`src/hdl/dcc_pkg.sv`:
```
// shared types, constants and lookup tables of the day-count / calendar converter
`default_nettype none

package dcc_pkg;

	// pipeline depth and per-stage load enables
	localparam int STAGES = 5;

	typedef struct packed {
		logic [STAGES:1] en;
	} pipe_ctl_t;

	// range limits
	localparam logic [15:0] DAY_MAX     = 16'd54786;
	localparam logic [16:0] SEC_MAX     = 17'd86399;
	localparam logic [16:0] SEC_PER_DAY = 17'd86400;
	localparam logic [11:0] YEAR_LO     = 12'd1950;
	localparam logic [11:0] YEAR_HI     = 12'd2099;
	localparam logic [3:0]  MONTH_HI    = 4'd12;
	localparam logic [4:0]  HOUR_HI     = 5'd23;
	localparam logic [5:0]  MIN_HI      = 6'd59;

	// day count to calendar constants
	localparam logic [16:0] DATE_OFS_A  = 17'd18204;
	localparam logic [17:0] DATE_OFS_B  = 18'd18234;
	localparam logic [11:0] GREG_NUM    = 12'd4000;
	localparam logic [20:0] GREG_DEN    = 21'd1461001;
	// floor(4000 * 2^32 / 1461001), low by at most one after the shift
	localparam logic [23:0] L_RECIP     = 24'd11758971;
	localparam logic [10:0] QUAD_DAYS   = 11'd1461;
	// ceil(80 * 2^20 / 2447), exact for the reachable day-of-year span
	localparam logic [15:0] M_RECIP     = 16'd34282;
	localparam logic [3:0]  JAN_INDEX   = 4'd11;
	localparam logic [11:0] BASE_YEAR   = 12'd1900;
	localparam logic [11:0] YEAR_MOD    = 12'd1900;
	localparam logic [11:0] YEAR_MOD2   = 12'd3800;

	// time of day constants
	localparam logic [5:0]  SIXTY       = 6'd60;
	// ceil(2^23 / 60) and ceil(2^17 / 60)
	localparam logic [17:0] DIV60_R23   = 18'd139811;
	localparam logic [11:0] DIV60_R17   = 12'd2185;

	// floor(2447 * m / 80): days before month index m, counted from march
	function automatic logic [8:0] month_start(input logic [3:0] m);
		logic [8:0] r;
		case (m)
			4'd0:    r = 9'd0;
			4'd1:    r = 9'd30;
			4'd2:    r = 9'd61;
			4'd3:    r = 9'd91;
			4'd4:    r = 9'd122;
			4'd5:    r = 9'd152;
			4'd6:    r = 9'd183;
			4'd7:    r = 9'd214;
			4'd8:    r = 9'd244;
			4'd9:    r = 9'd275;
			4'd10:   r = 9'd305;
			4'd11:   r = 9'd336;
			4'd12:   r = 9'd367;
			default: r = 9'd0;
		endcase
		return r;
	endfunction

	// floor(367 * (mo - 2 + 12 * jj) / 12) for every raw month code
	function automatic logic [8:0] month_term(input logic [3:0] mo);
		logic [8:0] r;
		case (mo)
			4'd0:    r = 9'd305;
			4'd1:    r = 9'd336;
			4'd2:    r = 9'd367;
			4'd3:    r = 9'd30;
			4'd4:    r = 9'd61;
			4'd5:    r = 9'd91;
			4'd6:    r = 9'd122;
			4'd7:    r = 9'd152;
			4'd8:    r = 9'd183;
			4'd9:    r = 9'd214;
			4'd10:   r = 9'd244;
			4'd11:   r = 9'd275;
			4'd12:   r = 9'd305;
			4'd13:   r = 9'd336;
			4'd14:   r = 9'd367;
			default: r = 9'd30;
		endcase
		return r;
	endfunction

endpackage

`default_nettype wire

```
`src/hdl/dcc_date_path.sv`:
```
// day count to calendar date pipeline (year, month, day)
`default_nettype none

module dcc_date_path (
	input  logic              clk,
	input  dcc_pkg::pipe_ctl_t ctl,
	input  logic [15:0]       day_count,
	output logic [11:0]       cal_year,
	output logic [3:0]        cal_month,
	output logic [4:0]        cal_day
);
	import dcc_pkg::*;

	logic [16:0] t_in;
	logic [40:0] l_prod;
	logic [29:0] lhs, rhs;
	logic [8:0]  l_inc;
	logic [18:0] yr_prod;
	logic [17:0] n_full;
	logic [24:0] m_prod;
	logic [8:0]  day_full;
	logic        jj;

	logic [15:0] d_s1, d_s2;
	logic [16:0] t_s1;
	logic [8:0]  lest_s1;
	logic [7:0]  l_s2, l_s3, l_s4;
	logic [8:0]  n_s3, n_s4;
	logic [3:0]  m_s4;
	logic [11:0] year_s5;
	logic [3:0]  month_s5;
	logic [4:0]  day_s5;

	// stage 1: year estimate by reciprocal multiply
	assign t_in   = 17'(day_count) + DATE_OFS_A;
	assign l_prod = 41'(t_in) * 41'(L_RECIP);

	// stage 2: correct the estimate by one where the remainder allows it
	assign lhs   = 30'(t_s1) * 30'(GREG_NUM);
	assign l_inc = lest_s1 + 9'd1;
	assign rhs   = 30'(l_inc) * 30'(GREG_DEN);

	// stage 3: day within the march-based year
	assign yr_prod = 19'(l_s2) * 19'(QUAD_DAYS);
	assign n_full  = 18'(d_s2) + DATE_OFS_B - 18'(yr_prod[18:2]);

	// stage 4: month index by reciprocal multiply
	assign m_prod = 25'(n_s3) * 25'(M_RECIP);

	// stage 5: day, month and year fields
	assign day_full = n_s4 - month_start(m_s4);
	assign jj       = (m_s4 >= JAN_INDEX);

	always_ff @(posedge clk) begin
		if (ctl.en[1]) begin
			d_s1    <= day_count;
			t_s1    <= t_in;
			lest_s1 <= l_prod[40:32];
		end
		if (ctl.en[2]) begin
			d_s2 <= d_s1;
			l_s2 <= (lhs >= rhs) ? l_inc[7:0] : lest_s1[7:0];
		end
		if (ctl.en[3]) begin
			l_s3 <= l_s2;
			n_s3 <= n_full[8:0];
		end
		if (ctl.en[4]) begin
			l_s4 <= l_s3;
			n_s4 <= n_s3;
			m_s4 <= m_prod[23:20];
		end
		if (ctl.en[5]) begin
			day_s5   <= day_full[4:0];
			month_s5 <= jj ? (m_s4 - 4'd10) : (m_s4 + 4'd2);
			year_s5  <= BASE_YEAR + 12'(l_s4) + 12'(jj);
		end
	end

	assign cal_year  = year_s5;
	assign cal_month = month_s5;
	assign cal_day   = day_s5;

endmodule

`default_nettype wire

```
`src/hdl/dcc_time_path.sv`:
```
// seconds of day to hour, minute and second pipeline
`default_nettype none

module dcc_time_path (
	input  logic              clk,
	input  dcc_pkg::pipe_ctl_t ctl,
	input  logic [16:0]       seconds_in_day,
	output logic [4:0]        cal_hour,
	output logic [5:0]        cal_minute,
	output logic [5:0]        cal_second
);
	import dcc_pkg::*;

	logic [34:0] q_prod;
	logic [23:0] h_prod;
	logic [16:0] sec_full;
	logic [11:0] min_full;

	logic [16:0] s_s1;
	logic [11:0] q60_s1, q60_s2;
	logic [5:0]  hr_s2, hr_s3, hr_s4, hr_s5;
	logic [5:0]  sec_s2, sec_s3, sec_s4, sec_s5;
	logic [5:0]  min_s3, min_s4, min_s5;

	// stage 1: whole minutes
	assign q_prod = 35'(seconds_in_day) * 35'(DIV60_R23);

	// stage 2: whole hours and leftover seconds
	assign h_prod   = 24'(q60_s1) * 24'(DIV60_R17);
	assign sec_full = s_s1 - 17'(q60_s1) * 17'(SIXTY);

	// stage 3: leftover minutes
	assign min_full = q60_s2 - 12'(hr_s2) * 12'(SIXTY);

	always_ff @(posedge clk) begin
		if (ctl.en[1]) begin
			s_s1   <= seconds_in_day;
			q60_s1 <= q_prod[34:23];
		end
		if (ctl.en[2]) begin
			q60_s2 <= q60_s1;
			hr_s2  <= h_prod[22:17];
			sec_s2 <= sec_full[5:0];
		end
		if (ctl.en[3]) begin
			hr_s3  <= hr_s2;
			sec_s3 <= sec_s2;
			min_s3 <= min_full[5:0];
		end
		if (ctl.en[4]) begin
			hr_s4  <= hr_s3;
			sec_s4 <= sec_s3;
			min_s4 <= min_s3;
		end
		if (ctl.en[5]) begin
			hr_s5  <= hr_s4;
			sec_s5 <= sec_s4;
			min_s5 <= min_s4;
		end
	end

	assign cal_hour   = hr_s5[4:0];
	assign cal_minute = min_s5;
	assign cal_second = sec_s5;

endmodule

`default_nettype wire

```
`src/hdl/dcc_count_path.sv`:
```
// calendar date and time to day count pipeline, with clamping
`default_nettype none

module dcc_count_path (
	input  logic              clk,
	input  dcc_pkg::pipe_ctl_t ctl,
	input  logic [11:0]       year,
	input  logic [3:0]        month,
	input  logic [4:0]        day_of_month,
	input  logic [4:0]        hour,
	input  logic [5:0]        minute,
	input  logic [5:0]        second,
	output logic [15:0]       result_days,
	output logic [16:0]       result_seconds,
	output logic              clamped
);
	import dcc_pkg::*;

	logic [10:0]        ym;
	logic signed [1:0]  jj;
	logic [10:0]        tm;
	logic [9:0]         dsum;
	logic signed [22:0] yr_prod;
	logic               wrap;
	logic signed [20:0] days;

	logic [10:0]        ym_s1;
	logic signed [1:0]  jj_s1;
	logic [8:0]         mt_s1;
	logic [4:0]         dm_s1;
	logic [10:0]        tm_s1;
	logic [5:0]         se_s1;
	logic signed [11:0] l_s2;
	logic [16:0]        tsec_s2, tsec_s3, tsec_s4, tsec_s5;
	logic signed [15:0] base_s2, base_s3;
	logic signed [20:0] yt_s3;
	logic               wrap_s3;
	logic signed [20:0] days_s4;
	logic [15:0]        days_s5;
	logic               clamp_s5;

	// stage 1: year modulo 1900, january/february shift, month term
	always_comb begin
		if (year >= YEAR_MOD2) begin
			ym = 11'(year - YEAR_MOD2);
		end else if (year >= YEAR_MOD) begin
			ym = 11'(year - YEAR_MOD);
		end else begin
			ym = year[10:0];
		end
		if (month <= 4'd2) begin
			jj = 2'sd1;
		end else if (month == 4'd15) begin
			jj = -2'sd1;
		end else begin
			jj = 2'sd0;
		end
	end
	assign tm = 11'(hour) * 11'(SIXTY) + 11'(minute);

	// stage 2: shifted year, day base, seconds of day
	assign dsum = 10'(dm_s1) + 10'(mt_s1);

	// stage 3: whole-year days and day carry from the time of day
	assign yr_prod = 23'(l_s2) * $signed(23'(QUAD_DAYS));
	assign wrap    = (tsec_s2 >= SEC_PER_DAY);

	// stage 4: total day count
	assign days = yt_s3 + 21'(base_s3) + $signed({20'd0, wrap_s3});

	always_ff @(posedge clk) begin
		if (ctl.en[1]) begin
			ym_s1 <= ym;
			jj_s1 <= jj;
			mt_s1 <= month_term(month);
			dm_s1 <= day_of_month;
			tm_s1 <= tm;
			se_s1 <= second;
		end
		if (ctl.en[2]) begin
			l_s2    <= $signed({1'b0, ym_s1}) - 12'(jj_s1);
			tsec_s2 <= 17'(tm_s1) * 17'(SIXTY) + 17'(se_s1);
			base_s2 <= $signed({6'd0, dsum}) - $signed(16'(DATE_OFS_B));
		end
		if (ctl.en[3]) begin
			yt_s3   <= yr_prod[22:2];
			base_s3 <= base_s2;
			wrap_s3 <= wrap;
			tsec_s3 <= wrap ? (tsec_s2 - SEC_PER_DAY) : tsec_s2;
		end
		if (ctl.en[4]) begin
			days_s4 <= days;
			tsec_s4 <= tsec_s3;
		end
		if (ctl.en[5]) begin
			tsec_s5 <= tsec_s4;
			if (days_s4 < 21'sd0) begin
				days_s5  <= 16'd0;
				clamp_s5 <= 1'b1;
			end else if (days_s4 > $signed(21'(DAY_MAX))) begin
				days_s5  <= DAY_MAX;
				clamp_s5 <= 1'b1;
			end else begin
				days_s5  <= days_s4[15:0];
				clamp_s5 <= 1'b0;
			end
		end
	end

	assign result_days    = days_s5;
	assign result_seconds = tsec_s5;
	assign clamped        = clamp_s5;

endmodule

`default_nettype wire

```
`src/hdl/mjd1950_calendar_converter_unit.sv`:
```
// top level of the day-count / calendar converter: handshake, range checks, result packing
//
// Converts between a day count since 1 Jan 1950 (plus seconds of day) and calendar
// fields, in either direction, one conversion per transaction.
// Input channel s_axis_*: tuser selects the direction (0 = count to calendar,
// 1 = calendar to count), tdata carries both sets of input fields.
// Output channel m_axis_*: tdata carries the count and calendar fields, the ones
// not used by the selected direction read as zero; tuser is the range error flag.
// A result is offered once its item has passed through every stage register; a new item
// can enter on every cycle unless all stages are full and the output stalls, so sustained
// throughput is one conversion per cycle while the output accepts results.
// The five stages are cut at the multiplies of the year estimate, its correction,
// the whole-year days and the month estimate, with field lookups and clamping last.
// Each stage loads when it is empty or the stage after it moves, so a stalled
// output fills the pipeline bubbles first; s_axis_tready drops only when all five
// stages hold items. No item is lost or repeated across a stall.
// Reset clears all stage valid flags; data registers are not reset.
`default_nettype none

module mjd1950_calendar_converter_unit (
	input  logic        clk,
	input  logic        arst_n,
	input  logic        s_axis_tvalid,
	output logic        s_axis_tready,
	// day_count, seconds_in_day, year, month, day_of_month, hour, minute, second, pad
	input  logic [71:0] s_axis_tdata,
	// mode
	input  logic        s_axis_tuser,
	output logic        m_axis_tvalid,
	input  logic        m_axis_tready,
	// result_days, result_seconds, cal_year, cal_month, cal_day, cal_hour,
	// cal_minute, cal_second, pad
	output logic [71:0] m_axis_tdata,
	// range_error
	output logic        m_axis_tuser
);
	import dcc_pkg::*;

	pipe_ctl_t ctl;

	logic [15:0] in_day_count;
	logic [16:0] in_seconds;
	logic [11:0] in_year;
	logic [3:0]  in_month;
	logic [4:0]  in_dom;
	logic [4:0]  in_hour;
	logic [5:0]  in_minute;
	logic [5:0]  in_second;
	logic        err_in;

	logic        v_s1, v_s2, v_s3, v_s4, v_s5;
	logic        mode_s1, mode_s2, mode_s3, mode_s4, mode_s5;
	logic        err_s1, err_s2, err_s3, err_s4, err_s5;

	logic [11:0] cal_year;
	logic [3:0]  cal_month;
	logic [4:0]  cal_day;
	logic [4:0]  cal_hour;
	logic [5:0]  cal_minute;
	logic [5:0]  cal_second;
	logic [15:0] result_days;
	logic [16:0] result_seconds;
	logic        clamped;

	// input field unpacking
	assign in_day_count = s_axis_tdata[15:0];
	assign in_seconds   = s_axis_tdata[32:16];
	assign in_year      = s_axis_tdata[44:33];
	assign in_month     = s_axis_tdata[48:45];
	assign in_dom       = s_axis_tdata[53:49];
	assign in_hour      = s_axis_tdata[58:54];
	assign in_minute    = s_axis_tdata[64:59];
	assign in_second    = s_axis_tdata[70:65];

	// input range check for the selected direction
	always_comb begin
		if (s_axis_tuser) begin
			err_in = (in_year < YEAR_LO) || (in_year > YEAR_HI) || (in_month == 4'd0) ||
				(in_month > MONTH_HI) || (in_dom == 5'd0) || (in_hour > HOUR_HI) ||
				(in_minute > MIN_HI) || (in_second > MIN_HI);
		end else begin
			err_in = (in_day_count > DAY_MAX) || (in_seconds > SEC_MAX);
		end
	end

	// per-stage load enables, a stage moves when empty or when its successor moves
	always_comb begin
		ctl.en[5] = !v_s5 || m_axis_tready;
		ctl.en[4] = !v_s4 || ctl.en[5];
		ctl.en[3] = !v_s3 || ctl.en[4];
		ctl.en[2] = !v_s2 || ctl.en[3];
		ctl.en[1] = !v_s1 || ctl.en[2];
	end

	assign s_axis_tready = ctl.en[1];

	// stage valid flags
	always_ff @(posedge clk or negedge arst_n) begin
		if (!arst_n) begin
			v_s1 <= 1'b0;
			v_s2 <= 1'b0;
			v_s3 <= 1'b0;
			v_s4 <= 1'b0;
			v_s5 <= 1'b0;
		end else begin
			if (ctl.en[1]) v_s1 <= s_axis_tvalid;
			if (ctl.en[2]) v_s2 <= v_s1;
			if (ctl.en[3]) v_s3 <= v_s2;
			if (ctl.en[4]) v_s4 <= v_s3;
			if (ctl.en[5]) v_s5 <= v_s4;
		end
	end

	// mode and input error travel with the item
	always_ff @(posedge clk) begin
		if (ctl.en[1]) begin
			mode_s1 <= s_axis_tuser;
			err_s1  <= err_in;
		end
		if (ctl.en[2]) begin
			mode_s2 <= mode_s1;
			err_s2  <= err_s1;
		end
		if (ctl.en[3]) begin
			mode_s3 <= mode_s2;
			err_s3  <= err_s2;
		end
		if (ctl.en[4]) begin
			mode_s4 <= mode_s3;
			err_s4  <= err_s3;
		end
		if (ctl.en[5]) begin
			mode_s5 <= mode_s4;
			err_s5  <= err_s4;
		end
	end

	dcc_date_path u_date (
		.clk       (clk),
		.ctl       (ctl),
		.day_count (in_day_count),
		.cal_year  (cal_year),
		.cal_month (cal_month),
		.cal_day   (cal_day)
	);

	dcc_time_path u_time (
		.clk            (clk),
		.ctl            (ctl),
		.seconds_in_day (in_seconds),
		.cal_hour       (cal_hour),
		.cal_minute     (cal_minute),
		.cal_second     (cal_second)
	);

	dcc_count_path u_count (
		.clk            (clk),
		.ctl            (ctl),
		.year           (in_year),
		.month          (in_month),
		.day_of_month   (in_dom),
		.hour           (in_hour),
		.minute         (in_minute),
		.second         (in_second),
		.result_days    (result_days),
		.result_seconds (result_seconds),
		.clamped        (clamped)
	);

	// result packing, unused direction reads as zero
	always_comb begin
		m_axis_tdata = '0;
		if (mode_s5) begin
			m_axis_tdata[15:0]  = result_days;
			m_axis_tdata[32:16] = result_seconds;
		end else begin
			m_axis_tdata[44:33] = cal_year;
			m_axis_tdata[48:45] = cal_month;
			m_axis_tdata[53:49] = cal_day;
			m_axis_tdata[58:54] = cal_hour;
			m_axis_tdata[64:59] = cal_minute;
			m_axis_tdata[70:65] = cal_second;
		end
	end

	assign m_axis_tvalid = v_s5;
	assign m_axis_tuser  = err_s5 || (mode_s5 && clamped);

`ifndef ASSERT_OFF
	// input side only backs up when the output holds a result
	a_ready_stall: assert property (@(posedge clk) disable iff (!arst_n)
		!s_axis_tready |-> m_axis_tvalid)
		else $error("input stalled with no result pending");

	// clamped day count never exceeds the upper limit
	a_days_clamped: assert property (@(posedge clk) disable iff (!arst_n)
		m_axis_tvalid && mode_s5 |-> m_axis_tdata[15:0] <= DAY_MAX)
		else $error("result day count above limit");

	// reciprocal month estimate lands on a real month for any day count
	a_month_valid: assert property (@(posedge clk) disable iff (!arst_n)
		m_axis_tvalid && !mode_s5 |->
		m_axis_tdata[48:45] >= 4'd1 && m_axis_tdata[48:45] <= MONTH_HI)
		else $error("calendar month out of range");
`endif

endmodule

`default_nettype wire

```
`config.mk`:
```
export PLATFORM = sky130hd
export DESIGN_NAME = mjd1950_calendar_converter_unit
export DESIGN_NICKNAME = d
export VERILOG_FILES = /design/src/hdl/dcc_pkg.sv /design/src/hdl/dcc_date_path.sv /design/src/hdl/dcc_time_path.sv /design/src/hdl/dcc_count_path.sv /design/src/hdl/mjd1950_calendar_converter_unit.sv
export SDC_FILE = /design/constraint.sdc
export NUM_CORES = 2
export LEC_CHECK = 0
export BUFFER_PORTS_ARGS = -buffer_cell sky130_fd_sc_hd__clkbuf_2
export CORE_ASPECT_RATIO = 0.5
export CORE_MARGIN = 10
export CORE_UTILIZATION = 30
export CTS_BUF_LIST = sky130_fd_sc_hd__clkbuf_8 sky130_fd_sc_hd__clkbuf_16
export DETAILED_ROUTE_END_ITERATION = 8
export SLEW_MARGIN = 20
export SYNTH_ARGS = -nofsm -noshare
export SYNTH_HDL_FRONTEND = slang
export SYNTH_SLANG_ARGS = --single-unit
```
`constraint.sdc`:
```
create_clock -name clk -period 10 [get_ports clk]
set_clock_uncertainty 0.1 [all_clocks]
set_input_delay 1.5 -clock clk [delete_from_list [all_inputs] [get_ports clk]]
set_output_delay 1.5 -clock clk [all_outputs]
set_load 0.02 [all_outputs]
```
==> summary.txt <==
Starting Density: 30.43%
Placer Congestion: 0.8980
Cells after synthesis: 3576
Max-slew violation count: 0
Final HPWL DP: 74290 µm
Core Area: 135300 µm²
Max Cap Viol: 0
IO Pins: 152
Number of synthesized register bits: 415
Slew Limit Headroom: 31.47%
Routed vias: 25127
Top Family by Delay on Critical Path: adder cells
Register area: 12390 µm²
TritonCTS Buffers: 45
EDFF count, synth: 405
Remaining DRCs: 0
Syn Nets: 4822
Worst path bufs/invs: 7
Req. time, crit path: 10240 ps
Most common flop cell mapped by yosys: edfxtp_1
Vias in the first global route: 27164
CP Capture Type: register
Routed len/inst: 15.75 µm
CTS hold repair buffers: 0
Die width: 543.9 µm
Routed wire length: 88240 µm
Antenna violations before repair: 3
RSZ-0062 raised after global routing: false
First-pass DRT Iterations: 4
Critical Path Max Stage Delay: 630 ps
CP Max Fanout: 7
Avg Cell Area, Syn: 11.51 µm²
Setup repair bufs after CTS: 0
Worst-margin pin slew: 1015 ps
Clk buf depth: 3
Nets: 5019
Worst Hold Class: reg2reg
H-Tree Level Count: 2
Reg clk slew, reported paths: 60 ps
Die area: 153300 µm²
Multi-input logic area: 26010 µm²
Fraction of the yosys area taken by sequential cells: 30.09%
Root Buffer: clkbuf_16
Largest net degree at the start of global routing: 78
Post-Syn Area: 41170 µm²
Final Hold Vio Count: 0
Yosys cell types: 89
Fmax: 111.3 MHz
DRT iter0 DRCs: 945
Antenna Nets Post-Route: 0
Die height: 281.9 µm
Final period util: 89.81%
Vias/cell: 4.485
Source-to-sink clock delay at the later pin of the worst-skew pair: 600 ps
Share of layout cells above drive strength 1: 7.432%
CTS tree: yes
CP startpoint kind: primary input
Area delta synth->final: 11.36%
Ys Warns: 0
Tmin final: 8981 ps
Final TNS setup: 0 ps
Port buffer count: 149
First-pass GRT wire length: 144200 µm
CP max stage cell: fa_1
CP arrival: 9220 ps
GRT Total Usage: 11.60%
Area after DPL: 44260 µm²
Std cell rows: 95
Grt ovf: 0
Ys async rst share: 1.205%
FILL cells: 13440
# setup viols final: 0
Final Cell Area: 45840 µm²
Crit path kind: in2reg
Clock Sinks: 415
PostCTS Resize Cnt: 0
Status: completed
==> area by class of cell <==
class,instances,area share [%]
Clock buffer,48,2.571
Antenna cell,1,0.005459
Multi-Input combinational cell,2413,56.75
Timing Repair Buffer,170,1.998
Tap cell,1794,4.897
Sequential cell,415,27.02
Inverter,728,5.964
Clock inverter,34,0.7943
==> synthesized netlist by cell type (19+ instances only) <==
cell type | number | share of area [%]
a211oi_1 | 19 | 0.35
a21o_1 | 66 | 1.2
a21oi_1 | 128 | 1.6
a31oi_1 | 19 | 0.29
and2_1 | 50 | 0.76
edfxtp_1 | 405 | 30
fa_1 | 432 | 21
ha_1 | 737 | 22
inv_1 | 727 | 6.6
nand2_1 | 101 | 0.92
nand2b_1 | 23 | 0.35
nand3_1 | 43 | 0.52
nand4_1 | 19 | 0.29
nor2_1 | 112 | 1.0
nor2b_1 | 66 | 1.0
nor3_1 | 43 | 0.52
o21a_1 | 21 | 0.38
o21ai_0 | 70 | 0.85
xnor2_1 | 151 | 3.2
xor2_1 | 86 | 1.8
==> flip-flops by register name, summed over array words and instances, names as in the netlist, 7 cells and up, named ones only <==
register / flops
u_count.days_s4: 21
u_count.yt_s3: 21
u_count.result_seconds: 17
u_count.tsec_s2: 17
u_count.tsec_s3: 17
u_count.tsec_s4: 17
u_date.t_s1: 17
u_count.result_days: 16
u_count.l_s2: 12
u_date.cal_year: 12
u_time.q60_s1: 12
u_count.tm_s1: 11
u_count.ym_s1: 11
u_count.base_s2: 10
u_count.base_s3: 10
u_count.mt_s1: 9
u_date.d_s2: 9
u_date.lest_s1: 9
u_date.n_s3: 9
u_date.l_s2: 8
u_date.l_s3: 8
u_date.l_s4: 8
u_date.d_s1: 7
==> path summary, 6_finish.rpt <==
path / startpoint / to / slack, ps / depth (start not counted)
max: s_axis_tdata[2] / u_date.lest_s1[3]$_DFFE_PP_ / 1020 / 29
min: u_date.l_s3[4]$_DFFE_PP_ / u_date.l_s4[4]$_DFFE_PN_ / 300 / 0
max reg2reg: u_date.lest_s1[0]$_DFFE_PP_ / u_date.l_s2[1]$_DFFE_PP_ / 1820 / 29
min reg2reg: u_date.l_s3[4]$_DFFE_PP_ / u_date.l_s4[4]$_DFFE_PN_ / 300 / 0
max in group asynchronous: arst_n / m_axis_tvalid$_DFFE_PN0P_ / 9040 / 1
min in group asynchronous: arst_n / v_s3$_DFFE_PN0P_ / 630 / 1
==> stage by stage <==
step	instances	setup slack [ps]	hold slack, ps	util [%]
4_1_cts	5601	1128	307.8	33.86
6_report	5603	1019	302.0	33.89
2_1_floorplan	3576	1624	300.3	-
3_3_place_gp	5519	581.4	300.9	32.72
5_1_grt	5603	530.5	316.2	33.89
3_5_place_dp	5519	496.1	304.5	32.72
==> layout by cell type, fill, tap and decap left out, drive strengths merged, types with 11 or more instances in the layout <==
master,synthesis,routed
fa,432,432
o31ai,13,13
edfxtp,405,405
a21o,66,66
clkbuf,18,197
a31oi,21,21
clkinv,1,16
or3,14,14
o21a,21,21
a211oi,21,21
and3,18,18
o21ai,81,81
a21oi,130,130
nor2b,66,66
ha,737,737
nand2,101,101
nand2b,23,23
o21bai,17,17
xor2,86,86
nor4,11,11
nand4,19,19
xnor2,151,151
nor2,112,112
nand3,44,44
and2,50,50
o211ai,13,13
nor3,44,44
inv,727,736
buf,2,21
==> kinds of logic (layout without fill, tap and decap cells) <==
group                      count (synthesis)  in the layout  share of synthesized area (%)
muxes                                     13             13                         0.3647
and+or+nand+nor                          535            535                          6.723
other                                      1              2                       0.009110
xor gates and xnor gates                 237            237                          5.042
buffers and inverters                    748            980                          6.833
adders and majority gates               1169           1169                          43.41
DFF                                      415            415                          30.09
AOI/OAI and AO/OA                        458            458                          7.529
==> per-layer routing <==
metal | global-route usage, % | share of wire, % | vias to the layer above
met1 | 14.80 | 45 | 12336
met5 | 0 | 0.029 | -
li1 | - | - | 12471
met4 | 2.208 | 1.6 | 4
met3 | 1.349 | 2.6 | 80
met2 | 21.20 | 51 | 236
Power is not shown: default switching activity piles up to over one toggle a cycle in this logic, so the estimate is an artifact.
